### config.mk
export PLATFORM = sky130hd
export DESIGN_NAME = kway_merge_min_heap
export DESIGN_NICKNAME = d
export VERILOG_FILES = /design/src/hdl/kwm_pkg.sv /design/src/hdl/kwm_ram.sv /design/src/hdl/kway_merge_min_heap.sv
export VERILOG_INCLUDE_DIRS = /design/src /design/src/hdl
export SDC_FILE = /design/constraint.sdc
export NUM_CORES = 1
export LEC_CHECK = 0
export BUFFER_PORTS_ARGS = -buffer_cell sky130_fd_sc_hd__buf_2
export CORE_MARGIN = 3
export CORE_UTILIZATION = 65
export DETAILED_ROUTE_END_ITERATION = 10
export PLACE_DENSITY = 0.85
export SLEW_MARGIN = 15
export SYNTH_ARGS = -nofsm -noshare
export SYNTH_HDL_FRONTEND = slang
export SYNTH_SLANG_ARGS = --single-unit
### constraint.sdc
create_clock -name clk -period 8.3 [get_ports clk]
set_input_delay 0.415 -clock clk [delete_from_list [all_inputs] [get_ports clk]]
set_output_delay 0.415 -clock clk [all_outputs]
set_load 0.01 [all_outputs]
### src/hdl/kway_merge_min_heap_defines.svh
// Assertion macros for the k-way merge heap block.
// Included by the RTL files that carry concurrent assertions; no other dependencies.
`ifndef KWAY_MERGE_MIN_HEAP_DEFINES_SVH
`define KWAY_MERGE_MIN_HEAP_DEFINES_SVH
`ifndef SYNTH
`define KWM_ASSERT(label, clk, rst, prop) \
  label: assert property (@(posedge clk) disable iff (rst) prop) \
    else $error("kway_merge_min_heap: assertion failed");
`define KWM_ASSERT_ALWAYS(label, clk, prop) \
  label: assert property (@(posedge clk) prop) \
    else $error("kway_merge_min_heap: assertion failed");
`else
`define KWM_ASSERT(label, clk, rst, prop)
`define KWM_ASSERT_ALWAYS(label, clk, prop)
`endif
`endif

### src/hdl/kwm_pkg.sv
// Shared types and constants of the k-way merge heap block.
// No dependencies; imported by the top level.
`default_nettype none
package kwm_pkg;

  localparam int VAL_W  = 32;  // element and result value width
  localparam int SRC_W  = 3;   // stream number width on the ports
  localparam int CFG_W  = 4;   // width of the stream count register
  localparam int LCNT_W = 4;   // load counter, holds up to the stream count

  typedef struct packed {
    logic signed [VAL_W-1:0] value;
    logic [SRC_W-1:0]        source;
  } heap_entry_t;

  typedef enum logic [9:0] {
    S_IDLE  = 10'b00_0000_0001,
    S_FETCH = 10'b00_0000_0010,
    S_GRAB  = 10'b00_0000_0100,
    S_LEFT  = 10'b00_0000_1000,
    S_RIGHT = 10'b00_0001_0000,
    S_DEC   = 10'b00_0010_0000,
    S_NEXT  = 10'b00_0100_0000,
    S_ROOT  = 10'b00_1000_0000,
    S_ROOTW = 10'b01_0000_0000,
    S_EMIT  = 10'b10_0000_0000
  } state_t;

endpackage
`default_nettype wire

### src/hdl/kwm_ram.sv
// Generic single-write, single-read RAM with a registered read port.
// No dependencies; used for the heap store of the merge block.
`default_nettype none
module kwm_ram #(
  parameter int WIDTH = 35,
  parameter int DEPTH = 8
) (
  input  wire logic                     clk,
  input  wire logic                     we,
  input  wire logic [$clog2(DEPTH)-1:0] waddr,
  input  wire logic [WIDTH-1:0]         wdata,
  input  wire logic [$clog2(DEPTH)-1:0] raddr,
  output logic      [WIDTH-1:0]         rdata
);

  logic [WIDTH-1:0] mem [DEPTH];

  always_ff @(posedge clk) begin
    if (we) begin
      mem[waddr] <= wdata;
    end
    rdata <= mem[raddr];
  end

endmodule
`default_nettype wire

### src/hdl/kway_merge_min_heap.sv
// K-way merge of sorted signed streams through a binary min-heap of stream heads.
// Depends on kwm_pkg, kwm_ram and kway_merge_min_heap_defines.svh.
//
// Write lists_in_use while idle, then send one load transaction per stream in
// stream order (stream_ended marks an empty stream). The last load builds the
// heap and returns the smallest head; every following transaction refills the
// stream named by the last source_stream, and a refill naming another stream
// is dropped without a result. The heap lives in one RAM with a registered
// read, so every sift level reads the left child, reads the right child, then
// compares and writes back. A refill holds the input while it sifts down from
// the root; when the stream has ended, the last entry moves to the root first.
// The build sifts each inner node in turn, from the last one down to the root,
// fetching each node before its levels. No clearing pass follows reset. A result
// waits in an output register while the next transaction is already taken.
`default_nettype none
`include "kway_merge_min_heap_defines.svh"
module kway_merge_min_heap
  import kwm_pkg::*;
#(
  parameter int MAX_STREAMS = 8
) (
  input  wire logic                    clk,
  input  wire logic                    rst,
  input  wire logic                    cfg_valid,
  output logic                         cfg_ready,
  input  wire logic [CFG_W-1:0]        lists_in_use,
  input  wire logic                    item_valid,
  output logic                         item_ready,
  input  wire logic [SRC_W-1:0]        list_index,
  input  wire logic signed [VAL_W-1:0] element_value,
  input  wire logic                    stream_ended,
  output logic                         result_valid,
  input  wire logic                    result_ready,
  output logic signed [VAL_W-1:0]      merged_value,
  output logic [SRC_W-1:0]             source_stream,
  output logic                         has_value,
  output logic                         merge_done
);

  localparam int ADDR_W  = $clog2(MAX_STREAMS);
  localparam int CNT_W   = $clog2(MAX_STREAMS + 1);
  localparam int IX_W    = ADDR_W + 2;
  localparam int ENTRY_W = $bits(heap_entry_t);

  state_t               state;
  logic                 merging;
  logic [CNT_W-1:0]     heap_count;
  logic [LCNT_W-1:0]    loaded_count;
  logic [CFG_W-1:0]     lists_reg;
  logic [ADDR_W-1:0]    node;
  logic [ADDR_W-1:0]    pnode;
  logic                 heapify;
  heap_entry_t          cur;
  heap_entry_t          best;
  logic                 best_is_child;
  logic                 has_right;
  logic [SRC_W-1:0]     ans_src;
  logic signed [VAL_W-1:0] res_value;
  logic [SRC_W-1:0]     res_src;
  logic                 res_has;
  logic                 res_done;

  logic                 ram_we;
  logic [ADDR_W-1:0]    ram_waddr;
  logic [ENTRY_W-1:0]   ram_wdata;
  logic [ADDR_W-1:0]    ram_raddr;
  logic [ENTRY_W-1:0]   ram_rdata;
  heap_entry_t          rd;

  logic                 item_fire;
  logic [CFG_W-1:0]     k;
  logic                 load_store;
  logic [LCNT_W-1:0]    lc_next;
  logic [CNT_W-1:0]     hc_next;
  logic [CNT_W-1:0]     p0_full;
  logic [IX_W-1:0]      left_ix;
  logic [IX_W-1:0]      right_ix;
  logic [IX_W-1:0]      hc_ix;
  logic                 has_left;
  logic                 has_r;
  logic                 left_less;
  logic                 right_wins;
  logic                 moved;
  heap_entry_t          child;

  kwm_ram #(.WIDTH(ENTRY_W), .DEPTH(MAX_STREAMS)) u_heap_ram (
    .clk   (clk),
    .we    (ram_we),
    .waddr (ram_waddr),
    .wdata (ram_wdata),
    .raddr (ram_raddr),
    .rdata (ram_rdata)
  );

  assign rd         = heap_entry_t'(ram_rdata);
  assign cfg_ready  = !rst;
  assign item_ready = (state == S_IDLE) && !rst;
  assign item_fire  = item_valid && item_ready;

  // Zero streams act as one; more than the heap holds act as a full heap.
  always_comb begin
    if (lists_reg == '0) begin
      k = CFG_W'(1);
    end else if ((MAX_STREAMS < (1 << CFG_W)) && (lists_reg > CFG_W'(MAX_STREAMS))) begin
      k = CFG_W'(MAX_STREAMS);
    end else begin
      k = lists_reg;
    end
  end

  always_comb begin
    load_store = (loaded_count < k) && !stream_ended
                 && (heap_count < CNT_W'(MAX_STREAMS));
    lc_next = loaded_count;
    hc_next = heap_count;
    if (loaded_count < k) begin
      lc_next = loaded_count + LCNT_W'(1);
      if (load_store) begin
        hc_next = heap_count + CNT_W'(1);
      end
    end
    p0_full = CNT_W'(hc_next - CNT_W'(2)) >> 1;
  end

  always_comb begin
    left_ix    = IX_W'({node, 1'b1});
    right_ix   = left_ix + IX_W'(1);
    hc_ix      = IX_W'(heap_count);
    has_left   = left_ix < hc_ix;
    has_r      = right_ix < hc_ix;
    left_less  = rd.value < cur.value;
    // A right child replaces the pick so far only when strictly smaller.
    right_wins = has_right && (rd.value < best.value);
    child      = right_wins ? rd : best;
    moved      = right_wins || best_is_child;
  end

  // Each state touches at most one RAM address per port; a write and the read of
  // the same cycle may name the same entry, and the read then returns the old one.
  always_comb begin
    ram_we    = 1'b0;
    ram_waddr = node;
    ram_wdata = cur;
    ram_raddr = node;
    case (state)
      S_IDLE: begin
        if (item_fire && !merging && load_store) begin
          ram_we    = 1'b1;
          ram_waddr = heap_count[ADDR_W-1:0];
          ram_wdata = heap_entry_t'({element_value, loaded_count[SRC_W-1:0]});
        end
        ram_raddr = ADDR_W'(heap_count - CNT_W'(1));
      end
      S_FETCH: ram_raddr = node;
      S_LEFT: begin
        if (has_left) begin
          ram_raddr = left_ix[ADDR_W-1:0];
        end else begin
          ram_we = 1'b1;
        end
      end
      S_RIGHT: ram_raddr = right_ix[ADDR_W-1:0];
      S_DEC: begin
        ram_we    = 1'b1;
        ram_wdata = moved ? child : cur;
      end
      S_ROOT: ram_raddr = '0;
      default: ram_raddr = node;
    endcase
  end

  always_ff @(posedge clk) begin
    if (rst) begin
      state        <= S_IDLE;
      merging      <= 1'b0;
      heap_count   <= '0;
      loaded_count <= '0;
      lists_reg    <= CFG_W'(8);
      result_valid <= 1'b0;
      heapify      <= 1'b0;
    end else begin
      if (cfg_valid && cfg_ready) begin
        lists_reg <= lists_in_use;
      end
      if (state == S_EMIT && (!result_valid || result_ready)) begin
        result_valid <= 1'b1;
      end else if (result_valid && result_ready) begin
        result_valid <= 1'b0;
      end
      case (state)
        S_IDLE: begin
          if (item_fire) begin
            if (!merging) begin
              if (lc_next < k) begin
                loaded_count <= lc_next;
                heap_count   <= hc_next;
              end else if (hc_next >= CNT_W'(2)) begin
                loaded_count <= lc_next;
                heap_count   <= hc_next;
                merging      <= 1'b1;
                heapify      <= 1'b1;
                node         <= p0_full[ADDR_W-1:0];
                pnode        <= p0_full[ADDR_W-1:0];
                state        <= S_FETCH;
              end else if (hc_next == CNT_W'(1)) begin
                loaded_count <= lc_next;
                heap_count   <= hc_next;
                merging      <= 1'b1;
                state        <= S_ROOT;
              end else begin
                res_done     <= 1'b1;
                heap_count   <= '0;
                loaded_count <= '0;
                state        <= S_EMIT;
              end
            end else if (heap_count == '0) begin
              res_done     <= 1'b1;
              merging      <= 1'b0;
              loaded_count <= '0;
              state        <= S_EMIT;
            end else if (list_index == ans_src) begin
              heapify <= 1'b0;
              node    <= '0;
              if (stream_ended) begin
                heap_count <= heap_count - CNT_W'(1);
                if (heap_count == CNT_W'(1)) begin
                  res_done     <= 1'b1;
                  merging      <= 1'b0;
                  loaded_count <= '0;
                  state        <= S_EMIT;
                end else begin
                  // The last entry is being read and moves to the root.
                  state <= S_GRAB;
                end
              end else begin
                cur.value  <= element_value;
                cur.source <= ans_src;
                state      <= S_LEFT;
              end
            end
          end
        end
        S_FETCH: state <= S_GRAB;
        S_GRAB: begin
          cur   <= rd;
          state <= S_LEFT;
        end
        S_LEFT: begin
          state <= has_left ? S_RIGHT : S_NEXT;
        end
        S_RIGHT: begin
          best_is_child <= left_less;
          best          <= left_less ? rd : cur;
          has_right     <= has_r;
          state         <= S_DEC;
        end
        S_DEC: begin
          if (moved) begin
            node  <= right_wins ? right_ix[ADDR_W-1:0] : left_ix[ADDR_W-1:0];
            state <= S_LEFT;
          end else begin
            state <= S_NEXT;
          end
        end
        S_NEXT: begin
          if (heapify && (pnode != '0)) begin
            pnode <= pnode - ADDR_W'(1);
            node  <= pnode - ADDR_W'(1);
            state <= S_FETCH;
          end else begin
            heapify <= 1'b0;
            state   <= S_ROOT;
          end
        end
        S_ROOT: state <= S_ROOTW;
        S_ROOTW: begin
          res_value <= rd.value;
          res_src   <= rd.source;
          ans_src   <= rd.source;
          res_has   <= 1'b1;
          res_done  <= 1'b0;
          state     <= S_EMIT;
        end
        S_EMIT: begin
          if (!result_valid || result_ready) begin
            state <= S_IDLE;
          end
        end
        default: state <= S_IDLE;
      endcase
      // A done result carries zero payload.
      if (state == S_IDLE && item_fire) begin
        res_value <= '0;
        res_src   <= '0;
        res_has   <= 1'b0;
      end
    end
  end

  always_ff @(posedge clk) begin
    if (state == S_EMIT && (!result_valid || result_ready)) begin
      merged_value  <= res_value;
      source_stream <= res_src;
      has_value     <= res_has;
      merge_done    <= res_done;
    end
  end

  `KWM_ASSERT(a_count_bound, clk, rst, heap_count <= CNT_W'(MAX_STREAMS))
  `KWM_ASSERT(a_done_no_value, clk, rst, (result_valid && merge_done) |-> !has_value)
  `KWM_ASSERT(a_idle_write_is_load, clk, rst, (ram_we && item_ready) |-> (item_fire && !merging))
  `KWM_ASSERT(a_merge_has_heads, clk, rst, merging |-> (heap_count != '0))

endmodule
`default_nettype wire

After elaboration in Yosys (flattened, before gate mapping)
Memories as Yosys holds them, arrays and structs flattened. A register that Yosys moved wholly into a read port is not among the register bits.
Index checks and enable logic that the tools add are counted.
- register bits: 180
- bits in latches: 0
- bits in writable memories: 280
- memory bits (read-only): 0
- bits of input ports: 45
- output and inout bits: 40
- word-level logic and storage cells: 218
- memories kept: 1
- $add $sub $neg: 6
- $mul: 0
- divide/modulo/power cells: 0
- order comparisons: 9
- equality and inequality tests: 40
- shift operators: 0
- multiplexer cells: 98
- bitwise operators: 1
- reduce and logical (&&, ||, !) cells: 39
- memory list (memory ; depth ; width ; read ports ; clocked after memory_dff ; wr ports ; RTL line ; RTL):
    u_heap_ram.mem ; 8 ; 35 ; 1 ; 1 ; 1 ; kwm_ram.sv:16 ; logic [WIDTH-1:0] mem [DEPTH];
- operators by type and width (cell ; number):
    $mux W35 ; 9
    $pmux W35 S2 ; 2
    $mux W10 ; 10
    $pmux W10 S10 ; 1
    $mux W4 ; 20
    $lt A32 B32 Y1 ; 2
    $mux W3 ; 15
    $mux W32 ; 1
    $mux W1 ; 31
    $ne A2 B2 Y1 const B ; 14
    $reduce_and A7 Y1 ; 3
    $ne A3 B3 Y1 const B ; 6
    $reduce_and A9 Y1 ; 2
    $mux W7 ; 2
    $logic_and A1 B1 Y1 ; 12
    $lt A4 B4 Y1 ; 3
    $ne A4 B4 Y1 const B ; 3
    $pmux W3 S4 ; 1
    $eq A10 B1 Y1 const B ; 1
    $eq A10 B10 Y1 const B ; 1
    $eq A10 B2 Y1 const B ; 1
    $eq A10 B3 Y1 const B ; 1
    $eq A10 B4 Y1 const B ; 1
    $eq A10 B5 Y1 const B ; 1
    32 further kinds ; 50

Logic depth before layout (Yosys ltp)
- depth in word-level cells: 15
- mapped depth: 15
- mapped depth without buffers: 15

By module
A second synthesis with hierarchy kept.
- cell total of the unflattened synthesis: 1464
- area, all modules: 22579.2 um^2
- modules (own cells, without submodules) (module ; times used ; cells an instance ; area an instance (um^2) ; seq. area each (um^2)):
    kwm_ram ; 1 ; 453 ; 11536.1 ; 9108.7
    kway_merge_min_heap ; 1 ; 1011 ; 11043.1 ; 5154.9

Least setup slack after synthesis
No wires, ideal clock.
- kind: flip-flop to flip-flop
- from: register state[7]
- to: register res_has, enable pin
- library setup time: 0.479 ns
- arrival: 3.782 ns
- required time: 7.821 ns
- path slack: 4.038 ns
- cell stages (with the launch flop): 6
- path buffers: 1
- period minus slack after synthesis: 4.262 ns
- cells stage by stage: dfxtp_1 buf_4 nor4_4 and2_1 nand4b_1 o21ai_0
- word-level cells in the longest chain between the ends: 6
- elaborated cells between the ends (all ways): 7
- classes of those cells: 2 x eq/ne; 5 x reduce/logical
- RTL lines (what ; RTL line ; RTL):
    start: declaration ; kway_merge_min_heap.sv:45 ; state_t state;
    start signal: assignment ; kway_merge_min_heap.sv:249 ; state <= has_left ? S_RIGHT : S_NEXT;
    $eq A10 B1 Y1 ; kway_merge_min_heap.sv:97, kway_merge_min_heap.sv:292 ;
    $logic_and A1 B1 Y1 ; kway_merge_min_heap.sv:97 ; assign item_ready = (state == S_IDLE) && !rst;
    $logic_and A1 B1 Y1 ; kway_merge_min_heap.sv:98 ; assign item_fire = item_valid && item_ready;
    $logic_and A1 B1 Y1 ; kway_merge_min_heap.sv:292 ; if (state == S_IDLE && item_fire) begin
    $reduce_bool A2 Y1 (no line) * ; -- ;
    $reduce_and A2 Y1 (no line) * ; -- ;
    end signal: assignment ; kway_merge_min_heap.sv:280 ; res_has <= 1'b1;
    end signal: assignment ; kway_merge_min_heap.sv:295 ; res_has <= 1'b0;
    end: declaration ; kway_merge_min_heap.sv:60 ; logic res_has;
Every way passes the cells marked *; elsewhere a longest branch is shown, timed or not.
A chain may end at the register's enable or synchronous reset.

Worst setup path after layout
- from: register lists_reg[3]
- to: memory u_heap_ram.mem[7][3], enable pin
- word-level cells in the longest chain between the ends: 11
- elaborated cells between the ends (all ways): 14
- classes of those cells: 2 x order compare; 8 x mux; 4 x reduce/logical
- RTL lines (what ; RTL line ; RTL):
    start: declaration ; kway_merge_min_heap.sv:49 ; logic [CFG_W-1:0] lists_reg;
    start signal: assignment ; kway_merge_min_heap.sv:183 ; lists_reg <= lists_in_use;
    $gt A4 B4 Y1 ; kway_merge_min_heap.sv:104 ; end else if ((MAX_STREAMS < (1 << CFG_W)) && (lists_reg > CFG_W'(MAX_STREAMS))) begin
    $mux W4 ; kway_merge_min_heap.sv:104 ;
    $mux W4 * ; kway_merge_min_heap.sv:102 ; if (lists_reg == '0) begin
    $lt A4 B4 Y1 * ; kway_merge_min_heap.sv:112 ; load_store = (loaded_count < k) && !stream_ended
    $logic_and A1 B1 Y1 * ; kway_merge_min_heap.sv:112 ;
    $logic_and A1 B1 Y1 * ; kway_merge_min_heap.sv:113 ; && (heap_count < CNT_W'(MAX_STREAMS));
    $logic_and A1 B1 Y1 * ; kway_merge_min_heap.sv:147 ; if (item_fire && !merging && load_store) begin
    $mux W1 ; kway_merge_min_heap.sv:147 ;
    $pmux W1 S3 ; kway_merge_min_heap.sv:145 ; case (state)
    $mux W1 ; kwm_ram.sv:19 ; if (we) begin
    $mux W1 (not written as such) ; kwm_ram.sv:20 ; mem[waddr] <= wdata;
    end: declaration ; kwm_ram.sv:16 ;
Marked as above.

==> run summary <==
Status = finished clean
CP max-delay cell = nor2_4
Area contributors post-synth = edfxtp_1 58%, nand2_1 6.4%, dfxtp_1 5.3%, ha_1 4.5%, mux2_2 3.5%
Die height = 192 um
Drt wl/cell = 22.3 um
Worst Skew = 0.0505 ns
Final TNS setup = 0 ns
Top-count cell post-synth = edfxtp_1
Final net count = 2,093
Num rows = 67
CP arrival = 4.68 ns
Final Max Slew Viols = 0
WL met3 = 5930 um
Post-synth ARST share = 0
Clk_lat worst skew = 0.60 ns
Min Clock Period, post-route = 4.40 ns
Cells after Synth = 1,911
Dpl hpwl = 32,700 um
Total of fill cells in the finished design = 1,994
Synth Cell Area = 22,600 um2
PwrDens = 306 nW/um2
Metal2 WL = 25,800 um
Vias = 15.7k
Syn_nets = 2,037
Number of enable flip-flop cells after synthesis = 435
Max-cap check violation count = 0
Crit-path cells = inv_1 > nand2_1 > ha_1 > o21a_1 > nor2_1 > a21oi_2 > nor3_1 > and3_2 > buf_4 > a2bb2oi_1 > nor2_4 > buf_16
Leakage = 9.61 nW
Largest register FFs = 280
Core area = 33,900 um2
Met1 Wirelength = 21,100 um
Port-buffer cells = 84
Synth Flop Type = edfxtp_1
Synth cell types = 79
Initial antenna violation count = 1
Critical Path RT = 8.58 ns
Die width = 192 um
Slowest stage delay, CP = 0.67 ns
Largest net degree at the start of global routing = 95
H-tree depth = 2
Slew headroom = 0.257
Synth top area share = 0.578
Die area = 37,000 um2
Vias per cell = 6.39
DR iter-0 viols = 2,076
Top reg by flops = u_heap_ram.mem
Register area share after synthesis = 0.631
Number of CTS-inserted buffers = 48
CTS max path bufs = 3
Peak Freq = 0.227 GHz
First-pass GRT wire length = 82,600 um
Worst slew pin tran = 1.11 ns
Share of cells above drive strength 1 = 0.143
Diodes inserted = 0
Crit Path Class = register to register
Area grow syn2layout = 11.7%
Clock root buffer = clkbuf_16
Top Layer Used = met5
Endpoint class of the critical path = register
Initial core utilization = 0.667
Leading area contributor after synthesis = edfxtp_1
IO Count = 85
Setup Viol. Count Final = 0
Wirelength, routed = 54,600 um
Hold/Removal Path Class = primary input to register
# DRC = 0
Final GP Congestion = 0.929
Setup bufs post-CTS = 0
Worst hold margin = 0.121 ns
DRT antenna net count = 0
Yosys warnings = 0
Fin crit share = 0.530
Clock Pin Slew Worst Setup and Hold Paths = 0.06 ns
Gr usage total = 0.291
Peak VDD IR = 0.000235 V
Worst Setup SP = lists_reg[3]$_SDFFE_PP1P_
Reg-to-Reg Start = lists_reg[3]$_SDFFE_PP1P_
Final hold vios = 0
Number of clock sinks = 495
Drt pass-1 iters = 6
Top cell types by occurrence after synthesis = 435 x edfxtp_1, 387 x nand2_1, 107 x nor2_1
Post-synthesis register bit count = 495
Post-CTS Resized = 0
Vias in the first global route = 15.1k
Mean Syn Cell Area = 11.8 um2
Total grt overflow = 0
CP Launch Type = register
CP top delay family = simple AND/OR/NAND/NOR gates
Worst Path Max Fanout = 72
RSZ-0062 raised after global routing = no
Buf/Inv on CP = 3
Hold path start = lists_in_use[1]
CTS tree = built
Cts hold-fix bufs = 0
[power by group]
part	leakage, nW	internal, mW	switching [mW]
clock network	0.811	1.36	0.938
logic	4.37	0.798	1.41
registers	4.43	2.95	0.263
[worst reg2reg max path, stage by stage (launching register included)]
cell and delay, ns:
dfxtp_1 0.33, inv_1 0.14, nand2_1 0.11, ha_1 0.28
o21a_1 0.19, nor2_1 0.17, a21oi_2 0.14, nor3_1 0.48
and3_2 0.30, buf_4 0.57, a2bb2oi_1 0.49, nor2_4 0.67
buf_16 0.25
[layer usage]
| layer | up-vias | global-route usage |
|---|---|---|
| met2 | 956 | 0.460 |
| met3 | 124 | 0.0503 |
| met1 | 7583 | 0.408 |
| met5 | - | 0 |
| li1 | 7009 | - |
| met4 | 2 | 0.110 |
[metrics by stage]
stage          power [mW]  utilization  worst slack, ns  area, um2  std cells
6_report             7.72        0.745             3.90      25200       2453
5_1_grt              8.06        0.745             3.64      25200       2453
4_1_cts              7.66        0.739             3.74      25000       2444
3_5_place_dp         5.34        0.690             3.76      23400       2356
3_3_place_gp         5.23        0.690             3.88      23400       2356
2_1_floorplan        4.77            -             4.04      22600       1911
[worst paths after layout]
kind	to	slack [ns]	cells past startpoint
worst min-delay path	lists_reg[1]$_SDFFE_PP0P_	0.12	3
worst max register to register	u_heap_ram.mem[7][3]$_DFFE_PP_	3.90	12
worst max-delay path	u_heap_ram.mem[7][3]$_DFFE_PP_	3.90	12
worst min register to register	merged_value[13]$_DFFE_PP_	0.42	0
[logic make-up after synthesis]
kind of cell    after synthesis  share of synthesized area
flops                       495                      0.631
xor+xnor                     17                    0.00659
fa+ha+maj                    81                     0.0448
simple gates                704                      0.139
compound gates              313                     0.0876
mux                         116                     0.0557
buf+inv                     185                     0.0346
[layout make-up]
type | count | area (um2) | area share
clock inverters | 18 | 317 | 0.0125
clock buffers | 70 | 1350 | 0.0536
multi-input cells | 1231 | 7690 | 0.305
inverters | 83 | 312 | 0.0123
well taps | 448 | 561 | 0.0222
flip-flops and latches | 495 | 14300 | 0.565
repair buffers | 108 | 746 | 0.0295
[layout by cell type, fill, tap and decap left out, drive strengths merged, types with 7 or more instances in the layout]
cell | netlist | final
nand2b | 10 | 10
inv | 82 | 84
buf | 45 | 108
xnor2 | 9 | 9
clkinv | 1 | 10
nor2 | 109 | 109
nor2b | 44 | 44
nor3 | 14 | 14
mux2 | 72 | 72
o21ai | 98 | 98
a21oi | 69 | 69
o211ai | 44 | 44
dfxtp | 60 | 60
clkbuf | 57 | 70
a31oi | 11 | 11
nand4 | 12 | 12
o22ai | 34 | 34
bufinv | 0 | 7
nand3 | 92 | 92
ha | 81 | 81
xor2 | 8 | 8
nand2 | 387 | 387
mux2i | 44 | 44
a21o | 16 | 16
edfxtp | 435 | 435
(Power assumes the default switching activity.)
